--- src/rtl/core/htp_pkg.sv ---
`timescale 1ns / 1ps
`default_nettype none

package htp_pkg;

	// Field widths of the stream payloads.
	localparam int KEY_W      = 64;
	localparam int VALUE_W    = 64;
	localparam int PART_W     = 6;
	localparam int SLOT_W     = 10;
	localparam int ADDR_W     = 16;
	localparam int IN_DATA_W  = KEY_W + VALUE_W;
	localparam int OUT_DATA_W = PART_W + SLOT_W + ADDR_W + KEY_W + VALUE_W;
	localparam int OUT_USER_W = 2;

	// Configuration port.
	localparam int CFG_W      = 11;
	localparam int CNT_CFG_W  = 7;
	localparam int CAP_CFG_W  = 11;
	localparam logic REG_PARTITION_COUNT    = 1'b0;
	localparam logic REG_PARTITION_CAPACITY = 1'b1;
	localparam logic [CNT_CFG_W-1:0] COUNT_RESET    = 7'd16;
	localparam logic [CAP_CFG_W-1:0] CAPACITY_RESET = 11'd1024;

	// Key bits consumed by the remainder unit per cycle.
	localparam int DIV_BITS = 8;

	// Commands from the controller to the datapath.
	typedef struct packed {
		logic load;   // capture the input beat
		logic step;   // one remainder iteration
		logic read;   // read the fill counter of the partition
		logic calc;   // compare, multiply, update the counter
		logic emit;   // load the output register
	} htp_cmd_t;

	// Status from the datapath to the controller.
	typedef struct packed {
		logic in_clear;  // mode bit of the offered input beat
		logic out_free;  // output register can take a result
	} htp_status_t;

endpackage

`default_nettype wire

--- src/rtl/core/htp_ctrl.sv ---
`timescale 1ns / 1ps
`default_nettype none

module htp_ctrl import htp_pkg::*; #(
	parameter int KEY_WIDTH = 64
) (
	input  wire         clk,
	input  wire         arst_n,
	input  wire         s_tvalid,
	output logic        s_tready,
	input  htp_status_t status,
	output htp_cmd_t    cmd
);

	localparam int KEY_STEPS = (KEY_WIDTH + DIV_BITS - 1) / DIV_BITS;
	localparam int SCW       = $clog2(KEY_STEPS + 1);

	typedef enum logic [2:0] {
		ST_IDLE,
		ST_DIV,
		ST_READ,
		ST_CALC,
		ST_EMIT
	} state_t;

	state_t         state_q;
	logic [SCW-1:0] step_q;

	always_ff @(posedge clk or negedge arst_n) begin
		if (!arst_n) begin
			state_q <= ST_IDLE;
			step_q  <= '0;
		end else begin
			case (state_q)
				ST_IDLE: begin
					if (s_tvalid) begin
						step_q  <= '0;
						state_q <= status.in_clear ? ST_EMIT : ST_DIV;
					end
				end
				ST_DIV: begin
					if (step_q == SCW'(KEY_STEPS - 1)) begin
						state_q <= ST_READ;
					end else begin
						step_q <= step_q + 1'b1;
					end
				end
				ST_READ: state_q <= ST_CALC;
				ST_CALC: state_q <= ST_EMIT;
				ST_EMIT: begin
					if (status.out_free) begin
						state_q <= ST_IDLE;
					end
				end
				default: state_q <= ST_IDLE;
			endcase
		end
	end

	assign s_tready = (state_q == ST_IDLE);

	always_comb begin
		cmd      = '0;
		cmd.load = (state_q == ST_IDLE) && s_tvalid;
		cmd.step = (state_q == ST_DIV);
		cmd.read = (state_q == ST_READ);
		cmd.calc = (state_q == ST_CALC);
		cmd.emit = (state_q == ST_EMIT) && status.out_free;
	end

endmodule

`default_nettype wire

--- src/rtl/core/htp_datapath.sv ---
`timescale 1ns / 1ps
`default_nettype none

module htp_datapath import htp_pkg::*; #(
	parameter int MAX_PARTITIONS      = 64,
	parameter int SLOTS_PER_PARTITION = 1024,
	parameter int KEY_WIDTH           = 64
) (
	input  wire                   clk,
	input  wire                   arst_n,
	input  wire  [IN_DATA_W-1:0]  s_tdata,
	input  wire                   s_tuser,
	output logic                  m_tvalid,
	input  wire                   m_tready,
	output logic [OUT_DATA_W-1:0] m_tdata,
	output logic [OUT_USER_W-1:0] m_tuser,
	input  wire                   cfg_we,
	input  wire                   cfg_addr,
	input  wire  [CFG_W-1:0]      cfg_wdata,
	input  htp_cmd_t              cmd,
	output htp_status_t           status
);

	localparam int DW        = $clog2(MAX_PARTITIONS + 1);
	localparam int PW        = $clog2(MAX_PARTITIONS);
	localparam int CNTW      = $clog2(SLOTS_PER_PARTITION + 1);
	localparam int AW        = PW + CNTW;
	localparam int KEY_STEPS = (KEY_WIDTH + DIV_BITS - 1) / DIV_BITS;
	localparam int KEY_PAD   = KEY_STEPS * DIV_BITS;
	localparam logic [KEY_W-1:0] KEY_MASK = {KEY_W{1'b1}} >> (KEY_W - KEY_WIDTH);

	// Configuration registers.
	logic [CNT_CFG_W-1:0] count_q;
	logic [CAP_CFG_W-1:0] cap_q;

	always_ff @(posedge clk or negedge arst_n) begin
		if (!arst_n) begin
			count_q <= COUNT_RESET;
			cap_q   <= CAPACITY_RESET;
		end else if (cfg_we) begin
			case (cfg_addr)
				REG_PARTITION_COUNT:    count_q <= cfg_wdata[CNT_CFG_W-1:0];
				REG_PARTITION_CAPACITY: cap_q   <= cfg_wdata[CAP_CFG_W-1:0];
				default: ;
			endcase
		end
	end

	// Saturated divisor and capacity.
	logic [DW-1:0]   eff_cnt;
	logic [CNTW-1:0] eff_cap;

	always_comb begin
		if (count_q == '0) begin
			eff_cnt = DW'(1);
		end else if (32'(count_q) > MAX_PARTITIONS) begin
			eff_cnt = DW'(MAX_PARTITIONS);
		end else begin
			eff_cnt = DW'(count_q);
		end
		if (32'(cap_q) > SLOTS_PER_PARTITION) begin
			eff_cap = CNTW'(SLOTS_PER_PARTITION);
		end else begin
			eff_cap = CNTW'(cap_q);
		end
	end

	// Input capture.
	logic               mode_q;
	logic [KEY_W-1:0]   key_q;
	logic [VALUE_W-1:0] value_q;
	logic [KEY_PAD-1:0] key_sr_q;
	logic [PW-1:0]      rem_q;
	logic [PW-1:0]      rem_next;

	// Restoring remainder, DIV_BITS key bits per step, most significant first.
	always_comb begin
		logic [PW:0] trial;
		logic [PW:0] dvs;
		rem_next = rem_q;
		dvs      = (PW + 1)'(eff_cnt);
		for (int i = 0; i < DIV_BITS; i++) begin
			trial = {rem_next, key_sr_q[KEY_PAD-1-i]};
			if (trial >= dvs) begin
				trial = trial - dvs;
			end
			rem_next = trial[PW-1:0];
		end
	end

	always_ff @(posedge clk) begin
		if (cmd.load) begin
			mode_q   <= s_tuser;
			key_q    <= s_tdata[KEY_W-1:0] & KEY_MASK;
			value_q  <= s_tdata[IN_DATA_W-1:KEY_W];
			key_sr_q <= KEY_PAD'(s_tdata[KEY_W-1:0] & KEY_MASK);
			rem_q    <= '0;
		end else if (cmd.step) begin
			key_sr_q <= key_sr_q << DIV_BITS;
			rem_q    <= rem_next;
		end
	end

	// Fill counters: memory plus per-entry valid bits cleared at once.
	logic [CNTW-1:0]           fill_mem [MAX_PARTITIONS];
	logic [MAX_PARTITIONS-1:0] fill_vld_q;
	logic [CNTW-1:0]           rd_fill_q;
	logic                      rd_vld_q;
	logic [CNTW-1:0]           fill_cur;
	logic                      full_cur;

	assign fill_cur = rd_vld_q ? rd_fill_q : '0;
	assign full_cur = (fill_cur >= eff_cap);

	always_ff @(posedge clk) begin
		if (cmd.read) begin
			rd_fill_q <= fill_mem[rem_q];
		end
		if (cmd.calc && !full_cur) begin
			fill_mem[rem_q] <= fill_cur + 1'b1;
		end
	end

	always_ff @(posedge clk or negedge arst_n) begin
		if (!arst_n) begin
			fill_vld_q <= '0;
			rd_vld_q   <= 1'b0;
		end else begin
			if (cmd.load && s_tuser) begin
				fill_vld_q <= '0;
			end else if (cmd.calc && !full_cur) begin
				fill_vld_q[rem_q] <= 1'b1;
			end
			if (cmd.read) begin
				rd_vld_q <= fill_vld_q[rem_q];
			end
		end
	end

	// Address product, registered before the final add.
	logic [AW-1:0]   prod_q;
	logic [CNTW-1:0] fill_q;
	logic            full_q;
	logic [AW-1:0]   addr_sum;

	always_ff @(posedge clk) begin
		if (cmd.calc) begin
			prod_q <= AW'(rem_q) * AW'(eff_cap);
			fill_q <= fill_cur;
			full_q <= full_cur;
		end
	end

	assign addr_sum = prod_q + AW'(fill_q);

	// Output register.
	logic                  out_vld_q;
	logic [OUT_DATA_W-1:0] out_data_q;
	logic [OUT_USER_W-1:0] out_user_q;

	always_ff @(posedge clk or negedge arst_n) begin
		if (!arst_n) begin
			out_vld_q <= 1'b0;
		end else if (cmd.emit) begin
			out_vld_q <= 1'b1;
		end else if (m_tready) begin
			out_vld_q <= 1'b0;
		end
	end

	always_ff @(posedge clk) begin
		if (cmd.emit) begin
			if (mode_q) begin
				out_data_q <= '0;
				out_user_q <= '0;
			end else if (full_q) begin
				out_data_q <= {value_q, key_q, ADDR_W'(0), SLOT_W'(0), PART_W'(rem_q)};
				out_user_q <= 2'b01;
			end else begin
				out_data_q <= {value_q, key_q, ADDR_W'(addr_sum), SLOT_W'(fill_q),
					PART_W'(rem_q)};
				out_user_q <= 2'b10;
			end
		end
	end

	assign m_tvalid        = out_vld_q;
	assign m_tdata         = out_data_q;
	assign m_tuser         = out_user_q;
	assign status.in_clear = s_tuser;
	assign status.out_free = !out_vld_q || m_tready;

endmodule

`default_nettype wire

--- src/rtl/core/hash_tuple_partitioner.sv ---
`timescale 1ns / 1ps
`default_nettype none

// Channel   Direction  Beat contents
// s_*       in         tdata: tuple_key, tuple_value; tuser: mode
// m_*       out        tdata: part/slot/address/key/value; tuser: overflow, write_valid
// cfg_*     in         one register write per cycle with cfg_we high
//
// A routed tuple runs the remainder steps, in which the shared remainder unit
// retires eight key bits a cycle, then reads the fill counter, multiplies and
// updates, and loads the output register before the next beat is accepted.
// A clear beat goes straight to the output load.
// Reset clears the control state and all counter valid bits at once.
// A stalled output holds the result in its register; the next beat is still
// accepted and worked on, and waits only at the final load.
module hash_tuple_partitioner import htp_pkg::*; #(
	parameter int MAX_PARTITIONS      = 64,
	parameter int SLOTS_PER_PARTITION = 1024,
	parameter int KEY_WIDTH           = 64
) (
	input  wire                   clk,
	input  wire                   arst_n,
	// Input tuples.
	input  wire                   s_tvalid,
	output logic                  s_tready,
	input  wire  [IN_DATA_W-1:0]  s_tdata,   // tuple_key[63:0], tuple_value[127:64]
	input  wire                   s_tuser,   // mode: 0 route, 1 clear all counters
	// Routing results.
	output logic                  m_tvalid,
	input  wire                   m_tready,
	output logic [OUT_DATA_W-1:0] m_tdata,   // part_index[5:0], slot_index[15:6],
	                                         // write_address[31:16], out_key[95:32],
	                                         // out_value[159:96]
	output logic [OUT_USER_W-1:0] m_tuser,   // overflow[0], write_valid[1]
	// Configuration writes.
	input  wire                   cfg_we,
	input  wire                   cfg_addr,
	input  wire  [CFG_W-1:0]      cfg_wdata
);

	htp_cmd_t    cmd;
	htp_status_t status;

	// The controller sequences remainder steps, the counter read, the update and
	// the output load; the datapath owns every register that carries data.
	htp_ctrl #(
		.KEY_WIDTH (KEY_WIDTH)
	) u_ctrl (
		.clk      (clk),
		.arst_n   (arst_n),
		.s_tvalid (s_tvalid),
		.s_tready (s_tready),
		.status   (status),
		.cmd      (cmd)
	);

	htp_datapath #(
		.MAX_PARTITIONS      (MAX_PARTITIONS),
		.SLOTS_PER_PARTITION (SLOTS_PER_PARTITION),
		.KEY_WIDTH           (KEY_WIDTH)
	) u_datapath (
		.clk       (clk),
		.arst_n    (arst_n),
		.s_tdata   (s_tdata),
		.s_tuser   (s_tuser),
		.m_tvalid  (m_tvalid),
		.m_tready  (m_tready),
		.m_tdata   (m_tdata),
		.m_tuser   (m_tuser),
		.cfg_we    (cfg_we),
		.cfg_addr  (cfg_addr),
		.cfg_wdata (cfg_wdata),
		.cmd       (cmd),
		.status    (status)
	);

endmodule

`default_nettype wire

--- config.mk ---
export PLATFORM = sky130hd
export DESIGN_NAME = hash_tuple_partitioner
export DESIGN_NICKNAME = d
export VERILOG_FILES = /design/src/rtl/core/htp_pkg.sv /design/src/rtl/core/htp_ctrl.sv /design/src/rtl/core/htp_datapath.sv /design/src/rtl/core/hash_tuple_partitioner.sv
export SDC_FILE = /design/constraint.sdc
export NUM_CORES = 1
export LEC_CHECK = 0
export BUFFER_PORTS_ARGS = -buffer_cell sky130_fd_sc_hd__buf_2
export CAP_MARGIN = 20
export CORE_MARGIN = 1.5
export CORE_UTILIZATION = 29
export DETAILED_ROUTE_END_ITERATION = 12
export PLACE_DENSITY = 0.51
export SYNTH_ARGS = -nofsm -noshare
export SYNTH_HDL_FRONTEND = slang
export SYNTH_SLANG_ARGS = --single-unit
--- constraint.sdc ---
create_clock -name clk -period 15.52 [get_ports clk]
set_input_delay 1.552 -clock clk [delete_from_list [all_inputs] [get_ports clk]]
set_output_delay 1.552 -clock clk [all_outputs]
set_load 0.01 [all_outputs]
==> metrics.cfg, run 1 <==
[critical_path]
slowest_stage = dfrtp_1
r2r_slack_ns = 1.25
crit_fanout = 11
crit_path_start_kind = register
required_ns = 16.15
reg2regPathDepth = 59
worstPathArrival_ns = 14.90
cpMostUsedCell = ha_1
critPathMaxStageDelay_ns = 0.40
cp-end-kind = register
timing_worst_setup_path_type = reg -> reg

[drt]
drc_errors = 0
first_pass_iters = 5
ant_nets = 0
dr.first_iter.drc_count = 3123
num_vias = 30900
wirelength_um = 149000
drt-vias-per-instance = 5.00
wl_per_cell_um = 24.1

[clock_network]
cts_tree = done
cts_buffers = 135
path_clk_slew_ns = 0.06
cts_hold_buffers = 0
clk_path_buf_depth = 3
cts_root_buffer = clkbuf_16
htree_levels = 4
clock_latency_ns = 0.76
cts.sinks = 1195

[synthesis]
synthTopCellsByCount = 1098 x edfxtp_1, 308 x nand2_1, 157 x nor2b_1
synth-xor-area-share = 0.00994
synth_top_area_cell = edfxtp_1
async_reset_ff_frac = 0.0762
synth_seq_cells = 1195
synth_area_leaders = edfxtp_1 66%, dfrtp_1 4.4%, ha_1 2.6%
ys_seq_area_frac = 0.704
synth_most_common_cell = edfxtp_1
netlist_area_um2 = 50200
synthMuxAreaShare = 0.0427
netlist.area_leader.share = 0.656
synth_edf_count = 1098
ys.warnings.count = 0
synth_compound_area_frac = 0.0942
synth.distinct_cells = 79
synth_top_family_by_area = compound AO/OA/AOI/OAI gates
synth_nets = 3636
synth_fa_ha_area_frac = 0.0438
synthCells = 3341
avgSynthCellArea_um2 = 15.0
ys.flop_type = edfxtp_1
yosys.area_share.simple = 0.0813

[place]
dp_hpwl_um = 94300
gp_congestion = 0.825
io_buffers = 309
dp.cells = 5927

[timing]
fmax_mhz = 70.1
finalSetupViolCount = 0
fin_tns_setup_ns = 0
min_period_ns = 14.27
holdWs_ns = 0.488
hold_viol = 0
clock_skew_ns = 0.0334
period_share = 0.919
maxSlewHeadroom = 0.257
max_slew.worst_pin.slew_ns = 1.11
finalMaxSlewViolations = 0

[global_route]
grt_pass1_vias = 30300
grt_pass1_wl_um = 215000
grt_usage = 0.166
grt_overflow = 0
grt_max_degree = 84
antenna_found_initial = 2

[min_path]
min_path_cells = 1
hold_class = reg -> reg

[cells_and_area]
fin_cells = 6176
fillCellCount = 16500
layout-drive-gt1-share = 0.227
num-nets-final = 4051
synthToLayoutAreaGrowth_pct = 19.1

[status]
outcome = complete, no violations

[die]
die_x_um = 419
rows = 152
dieArea_um2 = 176000
coreArea_um2 = 172000
ios = 310
initial_core_util = 0.292
die_y_um = 419

[run]
cap_violations = 0

## path summary, 6_finish.rpt
kind | from | end
max in group asynchronous | arst_n | u_datapath.fill_vld_q[17]
hold / removal | u_datapath.fill_vld_q[17] | u_datapath.fill_vld_q[17]
setup / recovery | u_datapath.count_q[6] | u_datapath.rem_q[3]
hold reg to reg | u_datapath.fill_vld_q[17] | u_datapath.fill_vld_q[17]
setup reg to reg | u_datapath.count_q[6] | u_datapath.rem_q[3]
min in group asynchronous | arst_n | u_datapath.m_tvalid
## layer usage
metal	GRT usage	up-vias	share of wire
met4	0.0514	4	0.026
met1	0.229	15700	0.43
met2	0.259	1301	0.45
li1	-	13700	-
met3	0.0374	229	0.085
met5	0	-	0.00017
## cells in the final DEF, fill, tap and decap left out, types with 31 or more instances in the layout
cell / count
a22o_1: 34
a31oi_1: 31
nor3_2: 39
inv_1: 93
edfxtp_1: 1098
a221oi_1: 112
o21ai_0: 57
nor3_1: 34
and2_1: 41
a22oi_1: 104
mux2i_1: 54
ha_1: 103
mux2_2: 83
dfrtp_1: 89
xnor2_1: 33
nor2b_1: 157
nand2_1: 304
nor2_1: 141
buf_2: 308
a21oi_1: 100
clkbuf_16: 138
a32o_1: 65
fa_1: 45
buf_4: 146
## sequential cells by signal, summed over array words and instances (netlist names), 16 cells and up
register	flops
u_datapath.fill_mem	704
u_datapath.fill_vld_q	64
u_datapath.key_q	64
u_datapath.key_sr_q	64
u_datapath.m_tdata	160
u_datapath.prod_q	16
u_datapath.value_q	64
## final cells by class
cell class | count | area [um^2] | share of cell area
Antenna cell | 3 | 7.51 | 0.000125
Clock buffer | 165 | 3560 | 0.0596
Clock inverter | 79 | 758 | 0.0127
Inverter | 100 | 382 | 0.00638
Multi-Input combinational cell | 1864 | 14100 | 0.236
Sequential cell | 1195 | 35400 | 0.591
Tap cell | 2310 | 2890 | 0.0483
Timing Repair Buffer | 460 | 2700 | 0.0451
## timing repair
action                                  4_1_cts  5_1_grt
endpoints found under the setup margin        0        6
setup buffers                                 0        1
gates resized for setup                       0        7
## kinds of logic (layout without fill, tap and decap cells)
group                    count (synthesis)  in the layout
flip-flops                            1195           1195
AND/OR/NAND/NOR                        850            850
AO/OA/AOI/OAI                          639            639
buffers and inverters                  282            804
multiplexers                           169            169
adder cells (fa/ha/maj)                149            149
XOR/XNOR                                57             57
other                                    0              3
## worst max-delay path, delay by kind of cell, from the launching register on
family / cells / cell delay (ns)
muxes: 6 / 2.28
AOI/OAI and AO/OA: 26 / 5.80
adders and majority gates: 8 / 2.30
DFF: 1 / 0.40
and+or+nand+nor: 13 / 2.52
buffers and inverters: 6 / 0.83
## stage by stage
step	utilization	cell area (um^2)	setup slack, ns
4_1_cts	0.348	59800	0.913
2_1_floorplan	-	50200	2.53
3_3_place_gp	0.323	55400	1.17
5_1_grt	0.348	59800	-0.00132
3_5_place_dp	0.323	55400	0.975
6_report	0.348	59800	1.25
Power of run 1 is not shown: default switching activity piles up to over one toggle a cycle in this logic, so the estimate is an artifact.
==> run 2, diff against run 1 <==
CORE_UTILIZATION = 27   (was 29)
PLACE_DENSITY = 0.49   (was 0.51)
==> run 2 against run 1 <==
Against the previous run:
- critical path depth is 3 lower
- register-to-register slack worse by 0.13 ns
- die area is 7.4% higher
- sequential share of layout area is 0.31 points lower
- non-clock buffer count is 10 lower
- critical path type unchanged
==> metrics.cfg, run 2 (synthesized netlist as in run 1, its figures left out) <==
[global_route]
antenna_found_initial = 13  ; was 2
grt_overflow = 0  ; unchanged
grt_max_degree = 83  ; was 84
grt_usage = 0.158  ; was 0.166
grt_pass1_vias = 30700  ; was 30300
grt_pass1_wl_um = 219000  ; was 215000 um

[drt]
wl_per_cell_um = 24.1  ; about the same
dr.first_iter.drc_count = 2715  ; was 3123
drc_errors = 0  ; unchanged
drt-vias-per-instance = 4.92  ; was 5.00
ant_nets = 0  ; unchanged
first_pass_iters = 8  ; was 5
wirelength_um = 153000  ; was 149000 um
num_vias = 31200  ; was 30900

[timing]
min_period_ns = 14.40  ; was 14.27 ns
fmax_mhz = 69.5  ; was 70.1 MHz
fin_tns_setup_ns = 0  ; unchanged
clock_skew_ns = 0.0517  ; was 0.0334 ns
finalSetupViolCount = 0  ; unchanged
maxSlewHeadroom = 0.214  ; was 0.257
max_slew.worst_pin.slew_ns = 1.18  ; was 1.11 ns
period_share = 0.928  ; was 0.919
hold_viol = 0  ; unchanged
finalMaxSlewViolations = 0  ; unchanged
rsz0062_at_grt = false

[die]
rows = 158  ; was 152
ios = 310  ; unchanged
initial_core_util = 0.271  ; was 0.292
dieArea_um2 = 189000  ; was 176000 um^2
die_y_um = 434  ; was 419 um
coreArea_um2 = 185000  ; was 172000 um^2
die_x_um = 434  ; was 419 um

[critical_path]
cp-end-kind = register  ; unchanged
required_ns = 16.17  ; was 16.15 ns
crit_path_start_kind = register  ; unchanged
crit_fanout = 14  ; was 11
cpMostUsedCell = ha_1  ; unchanged
timing_worst_setup_path_type = reg -> reg  ; unchanged
slowest_stage = ha_1  ; was dfrtp_1
worstPathArrival_ns = 15.05  ; was 14.90 ns
critPathMaxStageDelay_ns = 0.47  ; was 0.40 ns

[cells_and_area]
layout_common_cells = 1098 x edfxtp_1, 308 x buf_2, 301 x nand2_1  ; was 1098 x edfxtp_1, 308 x buf_2, 304 x nand2_1
top_register = u_datapath.fill_mem  ; unchanged
layout-drive-gt1-share = 0.224  ; was 0.227
largest_reg_flops = 704  ; unchanged
mostFrequentLayoutCell = edfxtp_1  ; unchanged
num-nets-final = 4042  ; was 4051
fin_cells = 6343  ; was 6176
synthToLayoutAreaGrowth_pct = 19.7  ; was 19.1%

[clock_network]
path_clk_slew_ns = 0.06  ; about the same
cts_tree = done  ; unchanged
cts_hold_buffers = 0  ; unchanged
clk_path_buf_depth = 3  ; unchanged
cts_root_buffer = clkbuf_16  ; unchanged
cts.sinks = 1195  ; unchanged
cts_buffers = 136  ; was 135
clock_latency_ns = 0.81  ; was 0.76 ns
htree_levels = 4  ; unchanged

[place]
io_buffers = 309  ; unchanged
gp_congestion = 0.842  ; was 0.825
dp_hpwl_um = 94700  ; was 94300 um
dp.cells = 6083  ; was 5927

[min_path]
hold_class = reg -> reg  ; unchanged

[run]
cap_violations = 0  ; unchanged

[status]
outcome = complete, no violations  ; unchanged

==> run 2: cell types whose count changed in the layout (fill, tap and decap cells not counted), sizes merged <==
cell	before	now
buf	460	449
clkbuf	165	171
inv	107	102
clkinv	58	61
diode	3	6
clkinvlp	5	6
==> run 2: timing repair <==
action / in CTS / in global routing
resized for setup: 0 / 8
buffers inserted: 0 / 0
endpoints found under the setup margin: 0 / 6
==> run 2: metrics by stage <==
stage | utilization | worst slack, ns | cell area [um^2] | hold WS (ns)
final | 0.325 | 1.12 | 60100 | 0.489
after global routing | 0.325 | 0.000968 | 60100 | 0.497
after CTS | 0.324 | 0.914 | 60000 | 0.489
after detailed placement | 0.300 | 0.944 | 55500 | 0.476
after global placement | 0.300 | 1.07 | 55500 | 0.468
after floorplan | - | 2.53 | 50200 | 0.460
==> run 2: worst paths after layout <==
kind	start	to	slack (ns)	cells after the start
setup reg to reg	u_datapath.count_q[6]	u_datapath.rem_q[3]	1.12	56
setup / recovery	u_datapath.count_q[6]	u_datapath.rem_q[3]	1.12	56
hold reg to reg	u_datapath.fill_vld_q[19]	u_datapath.fill_vld_q[19]	0.49	1
min in group asynchronous	arst_n	u_ctrl.state_q[2]	0.62	1
max in group asynchronous	arst_n	u_datapath.cap_q[10]	13.86	3
hold / removal	u_datapath.fill_vld_q[19]	u_datapath.fill_vld_q[19]	0.49	1
==> run 2: final cells by class <==
cell class,count,area (um^2)
Fill cell,18200,125000
Sequential cell,1195,35400
Multi-Input combinational cell,1864,14100
Clock buffer,170,3570
Tap cell,2480,3100
Timing Repair Buffer,450,2660
Clock inverter,78,902
Inverter,100,382
Antenna cell,6,15.0
==> run 2: critical path: cells and delay by family (launching register included) <==
kind	cells	cell delay, ns
simple gates	12	2.97
compound gates	26	5.51
flops	1	0.39
buf+inv	4	0.59
fa+ha+maj	8	2.58
mux	6	2.24
==> run 2: metal layers <==
layer  vias to the layer above  GRT usage  share of wire
li1                      13700          -              -
met1                     16100      0.217           0.45
met2                      1174      0.251           0.46
met3                       249     0.0321          0.070
met4                        12     0.0471          0.025
met5                         -          0        0.00053
Power of run 2 is left out for the same reason.
